--- config.mk ---
export PLATFORM = sky130hd
export DESIGN_NAME = button_press_event_timer_top
export DESIGN_NICKNAME = d
export VERILOG_FILES = /design/src/sv/bpet_pkg.sv /design/src/sv/bpet_cfg.sv /design/src/sv/bpet_ctrl.sv /design/src/sv/bpet_dp.sv /design/src/sv/button_press_event_timer_top.sv
export SDC_FILE = /design/constraint.sdc
export NUM_CORES = 1
export LEC_CHECK = 0
export ABC_CLOCK_PERIOD_IN_PS = 14400
export CELL_PAD_IN_SITES_DETAIL_PLACEMENT = 1
export CELL_PAD_IN_SITES_GLOBAL_PLACEMENT = 1
export CORE_AREA = 4 4 249 251
export CTS_BUF_LIST = sky130_fd_sc_hd__clkbuf_4 sky130_fd_sc_hd__clkbuf_8 sky130_fd_sc_hd__clkbuf_16
export DETAILED_ROUTE_END_ITERATION = 6
export DIE_AREA = 0 0 253 255
export DONT_BUFFER_PORTS = 1
export PLACE_DENSITY_LB_ADDON = 0.1
export SKIP_LAST_GASP = 1
export SYNTH_ARGS = -nofsm -noshare
export SYNTH_HDL_FRONTEND = slang
export SYNTH_SLANG_ARGS = --single-unit
--- constraint.sdc ---
create_clock -name aclk -period 14.4 [get_ports aclk]
set_input_delay 2.16 -clock aclk [delete_from_list [all_inputs] [get_ports aclk]]
set_output_delay 2.16 -clock aclk [all_outputs]
set_load 0.01 [all_outputs]
--- src/sv/bpet_pkg.sv ---
// ----------------------------------------------------------------------------
// bpet_pkg
// Shared constants and types for the button press event timer.
// ----------------------------------------------------------------------------
package bpet_pkg;

    // Number of buttons timed; storage and scan length follow from it
    localparam int BUTTONS     = 8;
    localparam int IDX_W       = (BUTTONS > 1) ? $clog2(BUTTONS) : 1;

    localparam int BTN_W       = 3;    // button field width
    localparam int CODE_W      = 3;    // event code width
    localparam int TICK_W      = 16;   // threshold register width
    localparam int CNT_W       = 18;   // per-button counter width
    localparam int EV_N        = 5;    // number of event kinds
    localparam int MAX_RESULTS = 40;   // result cap per tick
    localparam int RES_W       = $clog2(MAX_RESULTS + 1);
    localparam int CFG_IDX_W   = 3;

    localparam logic [CNT_W-1:0] CNT_MAX = '1;

    // Input kinds (s_tuser)
    localparam logic CMD_TICK  = 1'b0;
    localparam logic CMD_LEVEL = 1'b1;

    // Event codes; also bit positions in fired flags and enables
    localparam logic [CODE_W-1:0] EV_SHORT  = 3'd0;
    localparam logic [CODE_W-1:0] EV_NORMAL = 3'd1;
    localparam logic [CODE_W-1:0] EV_LONG   = 3'd2;
    localparam logic [CODE_W-1:0] EV_REPEAT = 3'd3;
    localparam logic [CODE_W-1:0] EV_STUCK  = 3'd4;

    // Register indexes
    localparam logic [CFG_IDX_W-1:0] REG_SHORT  = 3'd0;
    localparam logic [CFG_IDX_W-1:0] REG_NORMAL = 3'd1;
    localparam logic [CFG_IDX_W-1:0] REG_LONG   = 3'd2;
    localparam logic [CFG_IDX_W-1:0] REG_REPEAT = 3'd3;
    localparam logic [CFG_IDX_W-1:0] REG_STUCK  = 3'd4;
    localparam logic [CFG_IDX_W-1:0] REG_ENABLE = 3'd5;

    typedef struct packed {
        logic [TICK_W-1:0] short_ticks;
        logic [TICK_W-1:0] normal_ticks;
        logic [TICK_W-1:0] long_ticks;
        logic [TICK_W-1:0] repeat_ticks;
        logic [TICK_W-1:0] stuck_ticks;
        logic [EV_N-1:0]   event_enable;
    } cfg_t;

    // Controller to datapath
    typedef struct packed {
        logic             level_wr;    // apply a level item
        logic             tick_start;  // new tick: clear result count
        logic             eval;        // evaluate button idx
        logic             emit_step;   // move one event into the hold stage
        logic             flush_step;  // send held event as the final one
        logic [IDX_W-1:0] idx;         // button being scanned
    } ctrl_cmd_t;

    // Datapath to controller
    typedef struct packed {
        logic mask_empty;   // no events left for this button
        logic hold_valid;   // an event waits in the hold stage
        logic out_free;     // output register can load this cycle
    } dp_stat_t;

endpackage

--- src/sv/bpet_cfg.sv ---
// ----------------------------------------------------------------------------
// bpet_cfg
// Configuration register file: thresholds and event enables.
// ----------------------------------------------------------------------------
module bpet_cfg
    import bpet_pkg::*;
(
    input  logic                 aclk,
    input  logic                 aresetn,
    input  logic                 cfg_we,
    input  logic [CFG_IDX_W-1:0] cfg_addr,
    input  logic [TICK_W-1:0]    cfg_wdata,
    output cfg_t                 cfg
);

    cfg_t cfg_reg;

    always_ff @(posedge aclk) begin
        if (!aresetn) begin
            cfg_reg.short_ticks  <= 16'd5;
            cfg_reg.normal_ticks <= 16'd50;
            cfg_reg.long_ticks   <= 16'd200;
            cfg_reg.repeat_ticks <= 16'd20;
            cfg_reg.stuck_ticks  <= 16'd3000;
            cfg_reg.event_enable <= '1;
        end else if (cfg_we) begin
            case (cfg_addr)
                REG_SHORT:  cfg_reg.short_ticks  <= cfg_wdata;
                REG_NORMAL: cfg_reg.normal_ticks <= cfg_wdata;
                REG_LONG:   cfg_reg.long_ticks   <= cfg_wdata;
                REG_REPEAT: cfg_reg.repeat_ticks <= cfg_wdata;
                REG_STUCK:  cfg_reg.stuck_ticks  <= cfg_wdata;
                REG_ENABLE: cfg_reg.event_enable <= cfg_wdata[EV_N-1:0];
                default: ;
            endcase
        end
    end

    assign cfg = cfg_reg;

endmodule

--- src/sv/bpet_ctrl.sv ---
// ----------------------------------------------------------------------------
// bpet_ctrl
// Sequencer: accepts items, walks the buttons on a tick, paces the emit path.
// ----------------------------------------------------------------------------
module bpet_ctrl
    import bpet_pkg::*;
(
    input  logic       aclk,
    input  logic       aresetn,
    input  logic       s_tvalid,
    input  logic       s_cmd,
    output logic       s_tready,
    input  dp_stat_t   stat,
    output ctrl_cmd_t  cmd
);

    localparam logic [1:0] S_IDLE  = 2'd0;
    localparam logic [1:0] S_EVAL  = 2'd1;
    localparam logic [1:0] S_EMIT  = 2'd2;
    localparam logic [1:0] S_FLUSH = 2'd3;

    logic [1:0]       state_reg, state_next;
    logic [IDX_W-1:0] idx_reg, idx_next;
    logic             last_btn;

    assign last_btn = (idx_reg == IDX_W'(BUTTONS - 1));
    assign s_tready = (state_reg == S_IDLE);

    always_comb begin
        state_next     = state_reg;
        idx_next       = idx_reg;
        cmd            = '0;
        cmd.idx        = idx_reg;
        case (state_reg)
            S_IDLE: begin
                if (s_tvalid) begin
                    if (s_cmd == CMD_LEVEL) begin
                        cmd.level_wr = 1'b1;
                    end else begin
                        cmd.tick_start = 1'b1;
                        idx_next       = '0;
                        state_next     = S_EVAL;
                    end
                end
            end
            S_EVAL: begin
                cmd.eval   = 1'b1;
                state_next = S_EMIT;
            end
            S_EMIT: begin
                if (stat.mask_empty) begin
                    if (last_btn) begin
                        state_next = S_FLUSH;
                    end else begin
                        idx_next   = idx_reg + 1'b1;
                        state_next = S_EVAL;
                    end
                end else if (!stat.hold_valid || stat.out_free) begin
                    cmd.emit_step = 1'b1;
                end
            end
            S_FLUSH: begin
                if (!stat.hold_valid) begin
                    state_next = S_IDLE;
                end else if (stat.out_free) begin
                    cmd.flush_step = 1'b1;
                    state_next     = S_IDLE;
                end
            end
            default: begin
                state_next = S_IDLE;
            end
        endcase
    end

    always_ff @(posedge aclk) begin
        if (!aresetn) begin
            state_reg <= S_IDLE;
            idx_reg   <= '0;
        end else begin
            state_reg <= state_next;
            idx_reg   <= idx_next;
        end
    end

endmodule

--- src/sv/bpet_dp.sv ---
// ----------------------------------------------------------------------------
// bpet_dp
// Datapath: per-button state, event evaluation, hold stage and output register.
// ----------------------------------------------------------------------------
module bpet_dp
    import bpet_pkg::*;
(
    input  logic              aclk,
    input  logic              aresetn,
    input  cfg_t              cfg,
    input  ctrl_cmd_t         cmd,
    output dp_stat_t          stat,
    input  logic [BTN_W-1:0]  s_button,
    input  logic              s_pressed,
    output logic              m_tvalid,
    input  logic              m_tready,
    output logic [BTN_W-1:0]  m_button_id,
    output logic [CODE_W-1:0] m_event_code,
    output logic              m_tlast
);

    // per-button state
    logic             level_reg [BUTTONS];
    logic [CNT_W-1:0] held_reg  [BUTTONS];
    logic [CNT_W-1:0] rep_reg   [BUTTONS];
    logic [EV_N-1:0]  fired_reg [BUTTONS];

    logic [RES_W-1:0] res_cnt_reg, res_cnt_next;
    logic [EV_N-1:0]  mask_reg;

    logic              hold_valid_reg;
    logic [BTN_W-1:0]  hold_id_reg;
    logic [CODE_W-1:0] hold_code_reg;

    logic              out_valid_reg;
    logic [BTN_W-1:0]  out_id_reg;
    logic [CODE_W-1:0] out_code_reg;
    logic              out_last_reg;

    // level item decode
    logic             lvl_in_range;
    logic [IDX_W-1:0] lvl_idx;
    logic             lvl_change;

    assign lvl_in_range = (32'(s_button) < BUTTONS);
    assign lvl_idx      = IDX_W'(s_button);
    assign lvl_change   = cmd.level_wr && lvl_in_range && (level_reg[lvl_idx] != s_pressed);

    // evaluation of the scanned button
    logic             cur_lvl;
    logic [CNT_W-1:0] held_inc, rep_inc, rep_limit, held_next, rep_next;
    logic [EV_N-1:0]  fired_cur, fired_next, ev_mask;
    logic             active;
    logic             f_short, f_normal, f_long, f_repeat, f_stuck;
    logic [RES_W-1:0] n1, n2, n3, n4;
    logic [TICK_W:0]  first_rep;

    assign cur_lvl   = level_reg[cmd.idx];
    assign fired_cur = fired_reg[cmd.idx];
    assign held_inc  = (cur_lvl && held_reg[cmd.idx] != CNT_MAX) ?
                       held_reg[cmd.idx] + 1'b1 : held_reg[cmd.idx];
    assign rep_inc   = (cur_lvl && rep_reg[cmd.idx] != CNT_MAX) ?
                       rep_reg[cmd.idx] + 1'b1 : rep_reg[cmd.idx];
    assign active    = cur_lvl && !fired_cur[EV_STUCK];
    assign first_rep = {1'b0, cfg.normal_ticks} + {1'b0, cfg.repeat_ticks};
    assign rep_limit = fired_cur[EV_REPEAT] ? CNT_W'(cfg.repeat_ticks) : CNT_W'(first_rep);

    // events in order, each only while the per-tick cap leaves room
    always_comb begin
        f_short  = active && cfg.event_enable[EV_SHORT] && !fired_cur[EV_SHORT] &&
                   (held_inc >= CNT_W'(cfg.short_ticks)) &&
                   (res_cnt_reg < RES_W'(MAX_RESULTS));
        n1       = res_cnt_reg + RES_W'(f_short);
        f_normal = active && cfg.event_enable[EV_NORMAL] && !fired_cur[EV_NORMAL] &&
                   (held_inc >= CNT_W'(cfg.normal_ticks)) && (n1 < RES_W'(MAX_RESULTS));
        n2       = n1 + RES_W'(f_normal);
        f_long   = active && cfg.event_enable[EV_LONG] && !fired_cur[EV_LONG] &&
                   (held_inc >= CNT_W'(cfg.long_ticks)) && (n2 < RES_W'(MAX_RESULTS));
        n3       = n2 + RES_W'(f_long);
        f_repeat = active && cfg.event_enable[EV_REPEAT] &&
                   (rep_inc >= rep_limit) && (n3 < RES_W'(MAX_RESULTS));
        n4       = n3 + RES_W'(f_repeat);
        f_stuck  = active && cfg.event_enable[EV_STUCK] &&
                   (held_inc >= CNT_W'(cfg.stuck_ticks)) && (n4 < RES_W'(MAX_RESULTS));
        res_cnt_next = n4 + RES_W'(f_stuck);
    end

    assign ev_mask    = {f_stuck, f_repeat, f_long, f_normal, f_short};
    assign fired_next = fired_cur | ev_mask;
    assign held_next  = held_inc;
    assign rep_next   = f_repeat ? '0 : rep_inc;

    // lowest pending event of this button
    logic [CODE_W-1:0] pick_code;
    logic [EV_N-1:0]   pick_clr;

    always_comb begin
        pick_code = EV_SHORT;
        pick_clr  = '0;
        for (int k = EV_N - 1; k >= 0; k--) begin
            if (mask_reg[k]) begin
                pick_code = CODE_W'(k);
                pick_clr  = EV_N'(1) << k;
            end
        end
    end

    logic out_free;
    assign out_free = !out_valid_reg || m_tready;

    assign stat.mask_empty = (mask_reg == '0);
    assign stat.hold_valid = hold_valid_reg;
    assign stat.out_free   = out_free;

    // state arrays
    always_ff @(posedge aclk) begin
        if (!aresetn) begin
            for (int i = 0; i < BUTTONS; i++) begin
                level_reg[i] <= 1'b0;
                held_reg[i]  <= '0;
                rep_reg[i]   <= '0;
                fired_reg[i] <= '0;
            end
        end else begin
            if (lvl_change) begin
                level_reg[lvl_idx] <= s_pressed;
                held_reg[lvl_idx]  <= '0;
                rep_reg[lvl_idx]   <= '0;
                fired_reg[lvl_idx] <= '0;
            end
            if (cmd.eval) begin
                held_reg[cmd.idx]  <= held_next;
                rep_reg[cmd.idx]   <= rep_next;
                fired_reg[cmd.idx] <= fired_next;
            end
        end
    end

    // scan bookkeeping and hold stage
    always_ff @(posedge aclk) begin
        if (!aresetn) begin
            res_cnt_reg    <= '0;
            mask_reg       <= '0;
            hold_valid_reg <= 1'b0;
        end else begin
            if (cmd.tick_start) begin
                res_cnt_reg <= '0;
            end
            if (cmd.eval) begin
                res_cnt_reg <= res_cnt_next;
                mask_reg    <= ev_mask;
            end
            if (cmd.emit_step) begin
                mask_reg       <= mask_reg & ~pick_clr;
                hold_valid_reg <= 1'b1;
            end
            if (cmd.flush_step) begin
                hold_valid_reg <= 1'b0;
            end
        end
    end

    always_ff @(posedge aclk) begin
        if (cmd.emit_step) begin
            hold_id_reg   <= BTN_W'(cmd.idx);
            hold_code_reg <= pick_code;
        end
    end

    // output register
    logic out_load;
    assign out_load = (cmd.emit_step && hold_valid_reg) || cmd.flush_step;

    always_ff @(posedge aclk) begin
        if (!aresetn) begin
            out_valid_reg <= 1'b0;
        end else if (out_load) begin
            out_valid_reg <= 1'b1;
        end else if (m_tready) begin
            out_valid_reg <= 1'b0;
        end
    end

    always_ff @(posedge aclk) begin
        if (out_load) begin
            out_id_reg   <= hold_id_reg;
            out_code_reg <= hold_code_reg;
            out_last_reg <= cmd.flush_step;
        end
    end

    assign m_tvalid     = out_valid_reg;
    assign m_button_id  = out_id_reg;
    assign m_event_code = out_code_reg;
    assign m_tlast      = out_last_reg;

endmodule

--- src/sv/button_press_event_timer_top.sv ---
// ----------------------------------------------------------------------------
// button_press_event_timer_top
// Long-press, auto-repeat and stuck-button event timer for up to eight buttons.
// ----------------------------------------------------------------------------
// Usage notes
//  - Input channel (s_*): one item is either a level update (s_tuser = 1) for
//    one button, or a time tick (s_tuser = 0). s_tready is high only while the
//    block is idle, so one item is worked on at a time.
//  - A level update is taken without leaving idle and never produces an event.
//  - A tick walks the buttons in index order, with an evaluate step and then
//    a look for pending events per button, moving out one event at a time,
//    and ends with a closing flush step; the block is busy until then and
//    takes the next item once it is back in idle.
//  - Result channel (m_*): one item per event. An event waits in a hold stage
//    until the next is found or the scan closes, so the final one can carry
//    m_tlast; an item reaches the output register only from the hold stage.
//  - A stalled receiver (m_tready low) holds the output register and the hold
//    stage; the scan pauses until the output register frees. Nothing is lost.
//  - A tick that raises no event gives no result item.
//  - Configuration writes (cfg_we) take effect at once and belong in idle
//    periods. Reset restores the default thresholds, all enables set, all
//    buttons released and every counter and fired flag cleared.
// ----------------------------------------------------------------------------
module button_press_event_timer_top
    import bpet_pkg::*;
(
    input  logic                 aclk,
    input  logic                 aresetn,

    // input items
    input  logic                 s_tvalid,
    output logic                 s_tready,
    input  logic [7:0]           s_tdata,   // [2:0] button, [3] pressed, [7:4] zero
    input  logic                 s_tuser,   // [0] cmd: 0 tick, 1 level update

    // result items
    output logic                 m_tvalid,
    input  logic                 m_tready,
    output logic [7:0]           m_tdata,   // [2:0] button_id, [5:3] event_code, [7:6] zero
    output logic                 m_tlast,   // final event of this tick

    // configuration writes
    input  logic                 cfg_we,
    input  logic [CFG_IDX_W-1:0] cfg_addr,
    input  logic [TICK_W-1:0]    cfg_wdata
);

    cfg_t              cfg;
    ctrl_cmd_t         cmd;
    dp_stat_t          stat;
    logic [BTN_W-1:0]  out_id;
    logic [CODE_W-1:0] out_code;

    bpet_cfg u_cfg (
        .aclk      (aclk),
        .aresetn   (aresetn),
        .cfg_we    (cfg_we),
        .cfg_addr  (cfg_addr),
        .cfg_wdata (cfg_wdata),
        .cfg       (cfg)
    );

    bpet_ctrl u_ctrl (
        .aclk     (aclk),
        .aresetn  (aresetn),
        .s_tvalid (s_tvalid),
        .s_cmd    (s_tuser),
        .s_tready (s_tready),
        .stat     (stat),
        .cmd      (cmd)
    );

    bpet_dp u_dp (
        .aclk         (aclk),
        .aresetn      (aresetn),
        .cfg          (cfg),
        .cmd          (cmd),
        .stat         (stat),
        .s_button     (s_tdata[2:0]),
        .s_pressed    (s_tdata[3]),
        .m_tvalid     (m_tvalid),
        .m_tready     (m_tready),
        .m_button_id  (out_id),
        .m_event_code (out_code),
        .m_tlast      (m_tlast)
    );

    // pack result fields, padded to a whole byte
    assign m_tdata = {2'b00, out_code, out_id};

endmodule

**Word level (Yosys, flattened, before mapping)**

Memories as Yosys holds them, arrays and structs flattened. A register that Yosys moved wholly into a read port is not among the register bits.
Cells that the tools add are included.

- Add/sub/neg operators: 9
- $lt $le $gt $ge: 10
- Eq/ne operators: 17
- Muxes and demuxes: 78
- Bitwise operators: 4
- Reductions and logical operators: 57

Operators with widths:

| kind | count |
|---|---|
| 2-to-1 mux 18 bit | 7 |
| >= comparator 18 x 16 -> 1 bit | 4 |
| OR reduction 18 bit | 4 |
| 2-to-1 mux 3 bit | 20 |
| 2-to-1 mux 5 bit | 9 |
| adder 18 x 1 -> 18 bit (second input constant) | 2 |
| != test 18 bit (second input constant) | 2 |
| adder 6 x 1 -> 6 bit | 5 |
| < comparator 6 bit (second input constant) | 5 |
| 2-to-1 mux 1 bit | 27 |
| logical AND 1 bit | 23 |
| 2-to-1 mux 2 bit | 10 |
| >= comparator 18 bit | 1 |
| adder 16 x 16 -> 17 bit | 1 |
| 2-to-1 mux 17 bit | 1 |
| 2-to-1 mux 6 bit | 2 |
| AND reduction 2 bit | 6 |
| OR reduction 5 bit | 2 |
| equality test 3 bit (second input constant) | 3 |
| != test 2 bit (second input constant) | 4 |
| one-hot mux 2 bit (4 select lines) | 1 |
| nonzero test 2 bit | 4 |
| equality test 3 x 2 -> 1 bit (second input constant) | 2 |
| logical NOT 1 bit | 6 |
| 20 further kinds | 24 |

- Bits in registers: 116
- Memory bits (writable): 336
- Input bits: 33
- Memories kept: 4

Memories:

| memory | words | bits a word | read ports | clocked after memory_dff | write ports | RTL line | source |
|---|---|---|---|---|---|---|---|
| u_dp.held_reg | 8 | 18 | 1 | 1 | 8 | bpet_dp.sv:24 | `logic [CNT_W-1:0] held_reg [BUTTONS];` |
| u_dp.rep_reg | 8 | 18 | 1 | 1 | 8 | bpet_dp.sv:25 | `logic [CNT_W-1:0] rep_reg [BUTTONS];` |
| u_dp.fired_reg | 8 | 5 | 1 | 1 | 8 | bpet_dp.sv:26 | `logic [EV_N-1:0] fired_reg [BUTTONS];` |
| u_dp.level_reg | 8 | 1 | 2 | 1 | 8 | bpet_dp.sv:23 | `logic level_reg [BUTTONS];` |

**Depth between registers and ports, before layout**

- Depth after elaboration: 20
- Depth in mapped cells: 65
- Depth with buffers taken out: 59

**By module**

A second synthesis with hierarchy kept.

- Cells, all modules: 2150
- Area, all modules: 24274.5 um^2

By module, submodules not included:

| module | times used | cells an instance | area an instance (um^2) |
|---|---|---|---|
| bpet_dp | 1 | 1792 | 20668.6 |
| bpet_cfg | 1 | 316 | 3268.1 |
| bpet_ctrl | 1 | 39 | 319.1 |
| button_press_event_timer_top | 1 | 3 | 18.8 |

**Worst setup path after synthesis**

OpenSTA, ideal clock, no wires.

- Path type: register to register
- Start: reg with a tool-made name
- End: reg u_dp.res_cnt_reg[4]
- Data arrival time: 10.854 ns
- Required time: 14.282 ns
- Setup slack: 3.427 ns
- Stages on the path, launching flop included: 65
- Path buffers: 8
- Period minus slack after synthesis: 10.973 ns
- Cell sequence: dfxtp_1 buf_6 buf_6 buf_6 buf_6 mux4_2 mux2i_1 inv_1 ha_1 inv_1 nor3_1 nand3_1 or4_4 and2_4 buf_6 xnor2_4 ha_1 nand2b_1 [29 not listed] a31o_2 buf_4 inv_1 ha_1 ha_1 o21a_1 a21oi_1 mux2i_1 xnor2_1 o21bai_1 nand2_1 nor2_1 ha_1 ha_1 nand3_1 xnor2_1 a22oi_1 nor2b_1

RTL lines:

| what | RTL line | source |
|---|---|---|
| end signal, assigned | bpet_dp.sv:150 | `res_cnt_reg <= res_cnt_next;` |
| end, declared | bpet_dp.sv:28 | `logic [RES_W-1:0] res_cnt_reg, res_cnt_next;` |

==> metrics.md <==
| Metric | Value |
|---|---|
| Mapped Area | 0.0238 mm² |
| Max cap viols | 0 |
| Initial antenna violation count | 0 |
| Drt pass-1 iters | 5 |
| Hold crit path type | flop to flop |
| Nets | 2,220 |
| GR peak layer | met2 |
| Synth Flop Type | edfxtp_1 |
| Commonest cells post-synth | nor2_1 (368), edfxtp_1 (341), nand2_1 (247) |
| Row Count | 90 |
| Dpl hpwl | 45.6 mm |
| Status | completed |
| GR Util met3 | 0.0341 |
| Initial Util | 0.397 |
| Mapped Cells | 2,092 |
| Core area | 0.0599 mm² |
| H-tree levels | 2 |
| Clock skew | 0.0174 ns |
| Worst VDD drop | 77.7 µV |
| Worst-path maximum fanout | 27 |
| Area fraction of the dominant cell type after synthesis | 0.431 |
| Comb pwr share | 0.060 |
| Critical path startpoint category | flop |
| Placed Cells | 2,800 |
| Setup CP Type | flop to flop |
| Post-synth EDFFs | 341 |
| DR vias/cell | 5.56 |
| Final WL | 71.0 mm |
| Sw frac | 0.233 |
| Post-synthesis sequential area ratio | 0.527 |
| Pin count of the biggest net entering global routing | 121 |
| Crit end category | flop |
| Setup-failing EPs final | 0 |
| Starting DRT DRC Count | 1,033 |
| Root buffer cell | clkbuf_16 |
| Critical path arrival | 13.81 ns |
| Die Y | 255 µm |
| Flops & latches, synth | 455 |
| Largest area contributor in the netlist | edfxtp_1 |
| Syn. warnings | 0 |
| Internal | 2.33 mW |
| Final Hold Viols | 0 |
| Max Slew Vio Count | 0 |
| Clock Path Buffers | 3 |
| CTS tree | built |
| Top Ports | 44 |
| # fillers | 6,421 |
| Post-place setup slack | 0.548 ns |
| Diodes inserted | 0 |
| Met1 Use GR | 0.298 |
| Placer congestion estimate | 0.785 |
| Relative slew slack | 0.174 |
| Die footprint | 0.0645 mm² |
| Final period utilization | 0.925 |
| Clock sinks | 455 |
| Bufs and invs on worst path | 5 |
| Worst stage delay on the critical path | 0.67 ns |
| Fmax | 0.0751 GHz |
| Critical path's slowest cell | dfxtp_4 |
| Vias in the first global route | 17,200 |
| Clk slew on worst S/H paths | 0.06 ns |
| PnR worst setup slack | 1.08 ns |
| Final std cells w/o fill | 2,902 |
| Leakage power | 9.72 nW |
| P_sw | 0.708 mW |
| Drt wl/cell | 24.5 µm |
| Gr ovfl total | 0 |
| First-pass GRT wire length | 107 mm |
| Flop pwr share | 0.481 |
| Worst Path Required | 14.89 ns |
| Vias after detailed routing | 16,100 |
| Pwr/cell area | 115 mW/mm² |
| ANT nets after route | 0 |
| Worst-Margin Slew | 1.24 ns |
| Top post-synthesis cells by area | edfxtp_1 (43%), dfxtp_1 (9.6%), mux4_2 (6.1%), ha_1 (5.8%), nor2_1 (5.8%) |
| CTS Buf Count | 53 |
| Layout cell share with drive strength beyond 1 | 0.121 |
| Top delay family on crit path | simple AND/OR/NAND/NOR gates |
| Crit path top cell by count | ha_1 |
| GRT Util Overall | 0.220 |
| Unique masters post-synth | 86 |
| Met2 Track Usage GR | 0.375 |
| Worst hold slack | 0.414 ns |
| DRC viols | 0 |
| Clock power frac | 0.459 |
| RSZ-0062 raised after global routing | false |
| Top-count cell post-synth | nor2_1 |
| Post-layout min period | 13.32 ns |
| Sum Neg Setup Slack | 0 ns |
| Async set-reset flop share out of synthesis | 0 |
| Clock Latency Late Sink | 0.60 ns |
| Mapped Avg Cell Area | 11.4 µm² |
| PortBufs | 0 |
| Die X | 253 µm |
| Layout-stage area growth over the synthesis result | 10.6% |
-- cell type report --
| cell class | count | area (µm²) | share of cell area |
|---|---|---|---|
| Sequential cell | 455 | 12500 | 0.477 |
| Multi-Input combinational cell | 1414 | 10200 | 0.390 |
| Tap cell | 782 | 978 | 0.0372 |
| Clock inverter | 34 | 285 | 0.0109 |
| Timing Repair Buffer | 34 | 288 | 0.0109 |
| Inverter | 117 | 439 | 0.0167 |
| Clock buffer | 66 | 1510 | 0.0576 |
-- path summary, 6_finish.rpt --
path | start | endpoint | slack [ns] | cells after the start
worst min register to register | u_dp.hold_id_reg[0] | u_dp.m_button_id[0] | 0.41 | 0
worst max-delay path | flop | u_dp.res_cnt_reg[4] | 1.08 | 59
worst max register to register | flop | u_dp.res_cnt_reg[4] | 1.08 | 59
worst min-delay path | u_dp.hold_id_reg[0] | u_dp.m_button_id[0] | 0.41 | 0
-- cell families after synthesis --
kind of cell | synth area share
mux | 0.114
compound gates | 0.0773
buf+inv | 0.0448
xor+xnor | 0.0268
simple gates | 0.151
fa+ha+maj | 0.0593
other cells | 0.000158
flops | 0.527
-- power groups by stage --
| stage | clock network (mW) | registers (mW) | logic (mW) |
|---|---|---|---|
| after floorplan | 0 | 1.48 | 0.127 |
| after global placement | 0 | 1.49 | 0.178 |
| after detailed placement | 0 | 1.49 | 0.183 |
| after CTS | 1.42 | 1.46 | 0.184 |
| after global routing | 1.48 | 1.46 | 0.202 |
| final | 1.39 | 1.46 | 0.182 |
-- worst reg2reg max path: cells and delay by family, from the launching register on --
kind                       cells  cell delay [ns]
xor gates and xnor gates       3             0.56
muxes                          3             0.50
adders and majority gates     10             2.68
and+or+nand+nor               21             4.30
buffers and inverters          5             0.91
DFF                            1             0.67
AOI/OAI and AO/OA             17             3.61
-- layout by cell type (no fill, tap or decap), types with 8 or more instances in the layout --
master     synthesis  layout
clkbuf_16          0      56
buf_4             22      31
a21oi_1           46      46
mux4_1            17      17
nand4_1           11      11
clkinv_2           0      10
or3_1              8       8
mux2_2            16      16
ha_1             111     111
nand2b_1          26      26
nor2b_1           20      20
a21boi_0          68      68
mux2i_1           59      58
nor3_1            20      18
o211ai_1          21      21
edfxtp_1         341     341
nand3b_1           9       9
and3_1            13      13
clkinv_1           1      12
dfxtp_1          114     111
nand3_1           56      56
a211oi_1           9       8
nor2_1           368     366
inv_1            116     116
o21ai_0           39      39
xor2_1            18      18
a31oi_1            9       9
mux4_2            64      64
nand2_1          247     239
xnor2_2            9       9
xnor2_1           26      26
a21o_1            17      17
-- stage by stage --
stage / utilization / instance area, µm² / total power [mW]
3_3_place_gp: 0.408 / 24400 / 1.66
2_1_floorplan: - / 23800 / 1.61
3_5_place_dp: 0.408 / 24400 / 1.67
4_1_cts: 0.438 / 26200 / 3.06
6_report: 0.439 / 26300 / 3.03
5_1_grt: 0.439 / 26300 / 3.14
-- layer usage --
metal / wire length, µm / share of wire
met1: 32200 / 0.45
met3: 3200 / 0.045
met4: 1350 / 0.019
met2: 34300 / 0.48
met5: 0 / 0
-- repair_timing --
item                                    in CTS  in global routing
endpoints found under the hold margin        0                  0
hold buffers                                 0                  0
endpoints found under the setup margin       0                 13
gates resized for setup                      0                  4
setup buffers                                0                  2
No activity file was read; power rests on OpenSTA's default activity.
